$ cat src/rtl/core/erg_pkg.sv
// Shared types and constants for the Euclidean rhythm generator.
package erg_pkg;

  // Widths of the request and result fields.
  localparam int CNT_W = 5;
  localparam int PAT_W = 16;
  localparam int IN_W  = 16;

  typedef logic [CNT_W-1:0] cnt_t;

  // Sequencer states, one-hot coded.
  typedef enum logic [6:0] {
    ST_IDLE  = 7'b0000001,
    ST_DIV   = 7'b0000010,
    ST_TAILB = 7'b0000100,
    ST_FINAL = 7'b0001000,
    ST_FINB  = 7'b0010000,
    ST_ROT   = 7'b0100000,
    ST_HOLD  = 7'b1000000
  } erg_state_t;

  // Control from the stream wrapper to the sequencer.
  typedef struct packed {
    logic start;
    logic take;
  } erg_ctl_t;

  // Status from the sequencer to the stream wrapper.
  typedef struct packed {
    logic idle;
    logic done;
    logic bad;
  } erg_sts_t;

endpackage

$ cat src/rtl/core/erg_alu.sv
// Shared unit: compare and subtract on counts, append of one pattern segment to another.
module erg_alu import erg_pkg::*; #(
  parameter int MAX_STEPS = 16,
  parameter int PW        = MAX_STEPS,
  parameter int LW        = $clog2(MAX_STEPS + 1)
) (
  input  logic [PW-1:0] cur_bits,
  input  logic [LW-1:0] cur_len,
  input  logic [PW-1:0] add_bits,
  input  logic [LW-1:0] add_len,
  input  cnt_t          sub_a,
  input  cnt_t          sub_b,
  output logic [PW-1:0] cat_bits,
  output logic [LW-1:0] cat_len,
  output cnt_t          diff,
  output logic          ge
);

  logic [LW:0] len_sum;

  // Count arithmetic: one subtract and one compare.
  assign diff = sub_a - sub_b;
  assign ge   = (sub_a >= sub_b);

  // Append: the new segment goes above the current one; anything past the cap drops off.
  assign cat_bits = cur_bits | (add_bits << cur_len);
  assign len_sum  = {1'b0, cur_len} + {1'b0, add_len};
  assign cat_len  = (len_sum > (LW+1)'(MAX_STEPS)) ? LW'(MAX_STEPS) : len_sum[LW-1:0];

endmodule

$ cat src/rtl/core/erg_core.sv
// Sequencer that runs the division chain, builds the rhythm level by level and rotates it.
module erg_core import erg_pkg::*; #(
  parameter int MAX_STEPS = 16
) (
  input  logic             clk,
  input  logic             rst,
  input  erg_ctl_t         ctl,
  input  cnt_t             step_count,
  input  cnt_t             pulse_count,
  output erg_sts_t         sts,
  output logic [PAT_W-1:0] pattern
);

  localparam int PW = MAX_STEPS;
  localparam int LW = $clog2(MAX_STEPS + 1);

  erg_state_t state, state_next;

  // Division chain: running dividend and current remainder.
  cnt_t dvd, dvd_next;
  cnt_t rr, rr_next;
  // Segment of the previous level (a), of the level before it (b), and the one being built.
  logic [PW-1:0] pa, pa_next, pb, pb_next, pc, pc_next;
  logic [LW-1:0] la, la_next, lb, lb_next, lc, lc_next;
  logic          bad, bad_next;

  logic [PW-1:0] add_bits, cat_bits;
  logic [LW-1:0] add_len, cat_len;
  cnt_t          sub_a, sub_b, diff;
  logic          ge;
  logic          refuse;

  erg_alu #(
    .MAX_STEPS (MAX_STEPS),
    .PW        (PW),
    .LW        (LW)
  ) u_alu (
    .cur_bits (pc),
    .cur_len  (lc),
    .add_bits (add_bits),
    .add_len  (add_len),
    .sub_a    (sub_a),
    .sub_b    (sub_b),
    .cat_bits (cat_bits),
    .cat_len  (cat_len),
    .diff     (diff),
    .ge       (ge)
  );

  // Operand selection for the shared unit.
  always_comb begin
    case (state)
      ST_IDLE: begin
        sub_a = step_count;
        sub_b = pulse_count;
      end
      ST_FINAL: begin
        sub_a = dvd;
        sub_b = cnt_t'(1);
      end
      default: begin
        sub_a = dvd;
        sub_b = rr;
      end
    endcase
    if (state == ST_TAILB || state == ST_FINB) begin
      add_bits = pb;
      add_len  = lb;
    end else begin
      add_bits = pa;
      add_len  = la;
    end
  end

  // A request is refused when pulses exceed steps or steps exceed the pattern size.
  assign refuse = !ge || (32'(step_count) > MAX_STEPS);

  // Next-state and datapath updates.
  always_comb begin
    state_next = state;
    dvd_next   = dvd;
    rr_next    = rr;
    pa_next    = pa;
    la_next    = la;
    pb_next    = pb;
    lb_next    = lb;
    pc_next    = pc;
    lc_next    = lc;
    bad_next   = bad;
    case (state)
      ST_IDLE: begin
        if (ctl.start) begin
          bad_next = refuse;
          if (refuse || pulse_count == '0) begin
            pc_next    = '0;
            state_next = ST_HOLD;
          end else begin
            dvd_next   = diff;
            rr_next    = pulse_count;
            pa_next    = '0;
            la_next    = LW'(1);
            pb_next    = PW'(1);
            lb_next    = LW'(1);
            pc_next    = '0;
            lc_next    = '0;
            state_next = ST_DIV;
          end
        end
      end
      // One subtraction per cycle; each one adds a copy of the previous level.
      ST_DIV: begin
        if (ge) begin
          dvd_next = diff;
          pc_next  = cat_bits;
          lc_next  = cat_len;
        end else begin
          state_next = ST_TAILB;
        end
      end
      // Close the level with the level below the previous one and step down the chain.
      ST_TAILB: begin
        pb_next  = pa;
        lb_next  = la;
        pa_next  = cat_bits;
        la_next  = cat_len;
        pc_next  = '0;
        lc_next  = '0;
        dvd_next = rr;
        rr_next  = dvd;
        if (dvd[CNT_W-1:1] == '0) begin
          state_next = ST_FINAL;
        end else begin
          state_next = ST_DIV;
        end
      end
      // Top level: as many copies of the previous level as the last divisor.
      ST_FINAL: begin
        if (ge) begin
          dvd_next = diff;
          pc_next  = cat_bits;
          lc_next  = cat_len;
        end else begin
          state_next = ST_FINB;
        end
      end
      // A remainder of one adds a final copy of the level below.
      ST_FINB: begin
        if (rr[0]) begin
          pc_next = cat_bits;
          lc_next = cat_len;
        end
        state_next = ST_ROT;
      end
      // Leading rests move to the end, one step per cycle.
      ST_ROT: begin
        if (!pc[0] && pc != '0) begin
          pc_next = pc >> 1;
        end else begin
          state_next = ST_HOLD;
        end
      end
      ST_HOLD: begin
        if (ctl.take) begin
          state_next = ST_IDLE;
        end
      end
      default: begin
        state_next = ST_IDLE;
      end
    endcase
  end

  always_ff @(posedge clk) begin
    if (rst) begin
      state <= ST_IDLE;
    end else begin
      state <= state_next;
    end
  end

  always_ff @(posedge clk) begin
    dvd <= dvd_next;
    rr  <= rr_next;
    pa  <= pa_next;
    la  <= la_next;
    pb  <= pb_next;
    lb  <= lb_next;
    pc  <= pc_next;
    lc  <= lc_next;
    bad <= bad_next;
  end

  // Status and result.
  assign sts.idle = (state == ST_IDLE);
  assign sts.done = (state == ST_HOLD);
  assign sts.bad  = bad;
  assign pattern  = PAT_W'(pc);

endmodule

$ cat src/rtl/core/euclidean_rhythm_generator_unit.sv
// A refused or all-rest request goes straight to the result; otherwise the sequencer runs
//   the division chain level by level and then rotates out the leading rests, all on the
//   single subtract-and-append unit.
// Throughput: one request at a time; the next is taken once the result moves to the output
//   register. Reset: synchronous, active high; clears the sequencer and the output valid.
module euclidean_rhythm_generator_unit import erg_pkg::*; #(
  parameter int MAX_STEPS = 16
) (
  input  logic            clk,
  input  logic            rst,
  input  logic            s_tvalid,
  output logic            s_tready,
  input  logic [IN_W-1:0] s_tdata,   // [4:0] step_count, [9:5] pulse_count, rest zero
  output logic            m_tvalid,
  input  logic            m_tready,
  output logic [PAT_W-1:0] m_tdata,  // [15:0] pattern
  output logic            m_tuser    // [0] bad_request
);

  erg_ctl_t         ctl;
  erg_sts_t         sts;
  logic [PAT_W-1:0] core_pattern;

  erg_core #(
    .MAX_STEPS (MAX_STEPS)
  ) u_core (
    .clk         (clk),
    .rst         (rst),
    .ctl         (ctl),
    .step_count  (s_tdata[CNT_W-1:0]),
    .pulse_count (s_tdata[2*CNT_W-1:CNT_W]),
    .sts         (sts),
    .pattern     (core_pattern)
  );

  // Request side: taken whenever the sequencer is idle.
  assign s_tready  = sts.idle;
  assign ctl.start = s_tvalid && sts.idle;
  // Finished result moves to the output register once it is free.
  assign ctl.take  = sts.done && (!m_tvalid || m_tready);

  always_ff @(posedge clk) begin
    if (rst) begin
      m_tvalid <= 1'b0;
    end else if (ctl.take) begin
      m_tvalid <= 1'b1;
    end else if (m_tready) begin
      m_tvalid <= 1'b0;
    end
  end

  always_ff @(posedge clk) begin
    if (ctl.take) begin
      m_tdata <= core_pattern;
      m_tuser <= sts.bad;
    end
  end

endmodule

$ cat config.mk
export PLATFORM = sky130hd
export DESIGN_NAME = euclidean_rhythm_generator_unit
export DESIGN_NICKNAME = d
export VERILOG_FILES = /design/src/rtl/core/erg_pkg.sv /design/src/rtl/core/erg_alu.sv /design/src/rtl/core/erg_core.sv /design/src/rtl/core/euclidean_rhythm_generator_unit.sv
export SDC_FILE = /design/constraint.sdc
export NUM_CORES = 1
export LEC_CHECK = 0
export BUFFER_PORTS_ARGS = -buffer_cell sky130_fd_sc_hd__buf_2
export CAP_MARGIN = 5
export CORE_MARGIN = 2
export CORE_UTILIZATION = 55
export CTS_CLUSTER_SIZE = 14
export DETAILED_ROUTE_END_ITERATION = 12
export PLACE_DENSITY = 0.85
export SYNTH_ARGS = -nofsm -noshare
export SYNTH_HDL_FRONTEND = slang
export SYNTH_SLANG_ARGS = --single-unit
$ cat constraint.sdc
create_clock -name clk -period 6.35 [get_ports clk]
set_input_delay 0.635 -clock clk [delete_from_list [all_inputs] [get_ports clk]]
set_output_delay 0.635 -clock clk [all_outputs]
set_load 0.02 [all_outputs]
==> impl_metrics.py, run 1 <==
metrics = {
    "run_status": {
        "status": "completed",
    },
    "yosys": {
        "synthCells": 491,
        "yosys-top-cells-area": "edfxtp_1, mux4_2, nand2_1",
        "yosysWarnings": 0,
        "ys_seq_area_frac": 0.514,
        "ys_ff_latch": 99,
        "synth_area_um2": 5630,
        "synth_top_area_share": 0.486,
        "ys_top_cells_by_count": "edfxtp_1, nand2_1, nor2_1",
        "avgSynthCellArea_um2": 11.5,
        "synth_nets": 523,
        "synth_cell_type_count": 59,
        "synth_top_area_cell": "edfxtp_1",
        "yosysMostFrequentCell": "edfxtp_1",
        "synth-async-reset-ratio": 0,
        "synth_flop_cell": "edfxtp_1",
        "synth_edf_count": 91,
    },
    "final_layout": {
        "diodes": 0,
        "finalCoreUtilization": 0.607,
        "layout.cells.non_filler": 647,
        "area_delta_synth_final_pct": 6.34,
        "fin_nets": 541,
        "final_area_um2": 5980,
        "layout-drive-gt1-share": 0.163,
    },
    "timing": {
        "slew_headroom": 0.211,
        "min_period_ns": 4.81,
        "finalSetupViolCount": 0,
        "whs_ns": 0.468,
        "hold_violations": 0,
        "clock-skew-final_ns": 0.0107,
        "worst_slew_pin_slew_ns": 1.18,
        "fmax_mhz": 208,
        "finalWorstSetupSlack_ns": 1.54,
        "rsz0062_at_grt": "false",
        "final_max_slew_viol_count": 0,
        "tns_ns": 0,
        "fin_crit_sh": 0.758,
    },
    "clock_network": {
        "root_buffer": "clkbuf_8",
        "clock-sinks": 99,
        "clk_pin_slew_ns": 0.10,
        "cts_buffers": 9,
        "clock_path_buffers": 2,
        "insertion_delay_ns": 0.37,
        "cts_tree": "yes",
        "cts_htree_levels": 3,
        "cts_setup_buffers": 0,
        "cts_resized": 0,
        "ctsHoldBuffers": 0,
    },
    "power": {
        "p_leak_nw": 2.18,
        "p_per_area_nw_per_um2": 507,
        "total_power_mw": 3.04,
        "ir_drop_mv": 0.358,
    },
    "placed_design": {
        "place_hpwl_um": 8480,
        "dp_cells": 631,
        "gp_congestion": 0.911,
        "portBuffers": 32,
        "placed_area_um2": 5800,
        "post-place-ws_ns": 1.69,
    },
    "worst_hold_path": {
        "hold_class": "reg -> reg",
    },
    "setup_path": {
        "crit_path_top_delay_cell": "nand2_2",
        "crit_path_end_kind": "register",
        "reg2reg_setup_slack_ns": 1.54,
        "crit_required_ns": 6.33,
        "cp_common_cell": "a21oi_1",
        "worstPathCellList": "nor3_1 -> nand4b_1 -> inv_1 -> a21oi_1 -> ha_1 -> a21o_1 -> a21oi_1 -> o21a_1 -> nor2_1 -> nand2_1 -> nand2_2",
        "critPathArrivalTime_ns": 4.79,
        "cp_max_fo": 47,
        "crit_path_start_kind": "register",
        "cp_slowest_stage_delay_ns": 0.83,
        "path_class": "reg -> reg",
    },
    "floorplan": {
        "start_util": 0.570,
        "dieWidth_um": 105,
        "io_pins": 39,
        "core_um2": 9860,
        "rows": 36,
        "chipHeight_um": 105,
        "die_area_um2": 11100,
    },
    "drt": {
        "firstDrtPassIters": 5,
        "wl_per_cell_um": 19.0,
        "via_per_inst": 6.41,
        "ant_nets": 0,
        "drtIter0Drc": 400,
        "routed_wl_um": 12300,
        "via_count": 4147,
        "drc": 0,
    },
    "grt": {
        "gr-total-overflow": 0,
        "grt_pass1_wl_um": 20200,
        "antenna_found_initial": 0,
        "track_usage": 0.230,
        "grt_max_degree": 48,
        "grt_pass1_vias": 4107,
    },
    "run": {
        "cap_violations": 0,
    },
}
-- cells in the final DEF, fill, tap and decap left out, drive strengths merged, types with 5 or more instances in the layout --
master / count
edfxtp: 91
nand2: 71
nor2: 37
buf: 37
and2: 26
a21oi: 25
o21ai: 24
mux4: 20
inv: 16
mux2i: 13
nor3: 11
ha: 10
nand2b: 9
clkbuf: 9
dfxtp: 8
nor4: 7
xor2: 7
and3: 7
mux2: 7
a21o: 7
a31oi: 6
nand3: 5
-- cell type report --
class	instances	area [µm²]
fill	764	3880
clock inverter	7	60.1
clock buffer	9	124
sequential	99	2890
timing repair buffer	37	198
multi-input combinational	349	2490
tap	133	166
inverter	13	48.8
-- critical path, delay by kind of cell, from the launching register on --
kind | cells | cell delay (ns)
and+or+nand+nor | 5 | 2.50
AOI/OAI and AO/OA | 4 | 0.60
buffers and inverters | 1 | 0.57
DFF | 1 | 0.40
adders and majority gates | 1 | 0.33
-- power breakdown --
| part | switching, mW | leakage [nW] | internal [mW] |
|---|---|---|---|
| logic | 0.820 | 1.18 | 0.571 |
| registers | 0.259 | 0.909 | 1.01 |
| clock network | 0.232 | 0.0961 | 0.150 |
| total | 1.31 | 2.18 | 1.73 |
-- path summary, 6_finish.rpt --
check | endpoint | cells after the start | start
hold / removal | m_tuser | 0 | u_core.bad
setup / recovery | u_core.pa[7] | 11 | u_core.state[4]
hold reg to reg | m_tuser | 0 | u_core.bad
setup reg to reg | u_core.pa[7] | 11 | u_core.state[4]
-- sequential cells by signal, summed over array words and instances, names as in the netlist --
| signal | count |
|---|---|
| u_core.pa | 16 |
| u_core.dvd | 5 |
| u_core.la | 5 |
| m_tuser | 1 |
| u_core.bad | 1 |
| u_core.pb | 16 |
| u_core.lb | 5 |
| u_core.pattern | 16 |
| m_tdata | 16 |
| u_core.state | 7 |
| u_core.lc | 5 |
| u_core.rr | 5 |
| m_tvalid | 1 |
-- per-layer routing --
layer / part of all wire / up-vias / GRT usage
met5: 0 / - / 0
met3: 0.070 / 25 / 0.0437
met4: 0.024 / 0 / 0.0733
met1: 0.40 / 2055 / 0.298
met2: 0.50 / 199 / 0.391
li1: - / 1868 / -
-- kinds of logic (layout without fill, tap and decap cells) --
family	after synthesis	count (layout)	synth area share
fa+ha+maj	12	12	0.0294
simple gates	185	185	0.160
flops	99	99	0.514
mux	40	40	0.119
compound gates	103	103	0.120
xor+xnor	9	9	0.0140
buf+inv	43	66	0.0443
Note: power is estimated with default switching activity, not from simulation.
==> run 2: changes to the inputs <==
- PLACE_DENSITY: 0.85 -> 0.88
- clock period: 6.35 -> 3.9 ns (I/O delays scaled with it)
==> run 2 against run 1 <==
Utilization increased by 0.93 points. Critical path type unchanged. Hold slack lost 0.19 ns. Sequential share of layout area down 0.73 points. Highest routed layer unchanged. Non-clock buffer count rose by 6. Sequential power is 61% higher. Clock skew about the same. Cell count increased by 0.93%. Critical endpoint is now u_core.pb[7]. Via count rose by 2.3%. Worst setup slack worse by 1.3 ns. Fmax up 32%. Combinational power is 75% higher.
==> impl_metrics.py, run 2 (synthesized netlist as in run 1, its figures left out) <==
metrics = {
    "timing": {
        "finalWorstSetupSlack_ns": 0.263,
        "whs_ns": 0.279,
        "slew_headroom": 0.223,
        "clock-skew-final_ns": 0.0103,
        "tns_ns": 0,
        "hold_violations": 0,
        "fin_crit_sh": 0.933,
        "fmax_mhz": 275,
        "rsz0062_at_grt": "false",
        "finalSetupViolCount": 0,
        "min_period_ns": 3.64,
        "final_max_slew_viol_count": 0,
        "worst_slew_pin_slew_ns": 1.16,
    },
    "clock_network": {
        "clock_path_buffers": 2,
        "cts_buffers": 9,
        "root_buffer": "clkbuf_8",
        "cts_tree": "yes",
        "cts_resized": 0,
        "cts_htree_levels": 3,
        "clk_pin_slew_ns": 0.10,
        "clock-sinks": 99,
        "insertion_delay_ns": 0.36,
        "cts_setup_buffers": 0,
        "ctsHoldBuffers": 0,
    },
    "power": {
        "p_leak_nw": 2.23,
        "ir_drop_mv": 0.834,
        "p_per_area_nw_per_um2": 844,
        "total_power_mw": 5.12,
    },
    "drt": {
        "ant_nets": 0,
        "via_per_inst": 6.49,
        "wl_per_cell_um": 19.8,
        "routed_wl_um": 12900,
        "drtIter0Drc": 395,
        "drc": 0,
        "firstDrtPassIters": 6,
        "via_count": 4241,
    },
    "floorplan": {
        "io_pins": 39,
        "core_um2": 9860,
        "start_util": 0.570,
        "rows": 36,
        "chipHeight_um": 105,
        "dieWidth_um": 105,
        "die_area_um2": 11100,
    },
    "final_layout": {
        "final_cell_mix": "edfxtp_1, nand2_1, nor2_1, buf_2, and2_1",
        "layout-drive-gt1-share": 0.171,
        "area_delta_synth_final_pct": 7.96,
        "fillerInstances": 754,
        "finalCoreUtilization": 0.616,
        "multiInputGateArea_um2": 2490,
        "final_common_cell": "edfxtp_1",
        "fin_nets": 547,
        "final_area_um2": 6070,
        "layout.cells.non_filler": 653,
        "register_area_um2": 2890,
        "diodes": 0,
    },
    "setup_path": {
        "cp_top_family": "simple AND/OR/NAND/NOR gates",
        "path_class": "reg -> reg",
        "cp_common_cell": "a21oi_1",
        "cp_max_fo": 46,
        "critPathArrivalTime_ns": 3.68,
        "crit_path_start_kind": "register",
        "crit_path_end_kind": "register",
        "cp_slowest_stage_delay_ns": 0.46,
        "crit_path_top_delay_cell": "inv_1",
        "cp_num_buf_inv": 2,
        "worstPathCellList": "nor3_1 -> nand4b_1 -> inv_1 -> a21oi_1 -> ha_1 -> a21o_1 -> a21oi_1 -> o21a_1 -> nor2_1 -> nand2_1 -> nand2_2 -> buf_12",
        "crit_required_ns": 3.94,
    },
    "grt": {
        "gr-total-overflow": 0,
        "grt_pass1_vias": 4187,
        "grt_max_degree": 47,
        "antenna_found_initial": 0,
        "grt_pass1_wl_um": 21300,
        "track_usage": 0.243,
    },
    "run": {
        "cap_violations": 0,
    },
    "placed_design": {
        "dp_cells": 637,
        "gp_congestion": 0.969,
        "portBuffers": 32,
        "post-place-ws_ns": 0.354,
        "place_hpwl_um": 9010,
        "placed_area_um2": 5870,
    },
    "run_status": {
        "status": "completed",
    },
    "worst_hold_path": {
        "hold_class": "in -> reg",
    },
}
-- run 2: area by class of cell --
type	instances	share of cell area
Inverter	13	0.00803
Sequential cell	99	0.476
Tap cell	133	0.0274
Clock inverter	4	0.00453
Timing Repair Buffer	43	0.0441
Clock buffer	12	0.0292
Multi-Input combinational cell	349	0.411
-- run 2: routing by layer --
metal,wire length [µm],part of all wire,track usage,vias up
met5,0,0,0,-
met4,503,0.039,0.0952,0
met3,1290,0.10,0.0655,64
met2,6390,0.49,0.402,298
met1,4720,0.37,0.306,2002
li1,-,-,-,1877
-- run 2: worst paths after layout --
kind,start,cells after the start,to,slack (ns)
worst min register to register,u_core.bad,0,m_tuser,0.46
worst min-delay path,rst,2,u_core.state[5],0.28
worst max register to register,u_core.state[4],12,u_core.pb[7],0.26
worst max-delay path,u_core.state[4],12,u_core.pb[7],0.26
-- run 2: worst register-to-register path, stage by stage (launching register included) --
cell and delay (ns):
dfxtp_1 0.40, nor3_1 0.29, nand4b_1 0.41, inv_1 0.46
a21oi_1 0.19, ha_1 0.33, a21o_1 0.12, a21oi_1 0.07
o21a_1 0.23, nor2_1 0.26, nand2_1 0.15, nand2_2 0.12
buf_12 0.25
-- run 2: where the power goes --
group	total, mW	switching, mW	internal [mW]
Clock	0.666	0.353	0.313
Sequential	2.03	0.397	1.63
Combinational	2.43	1.45	0.986
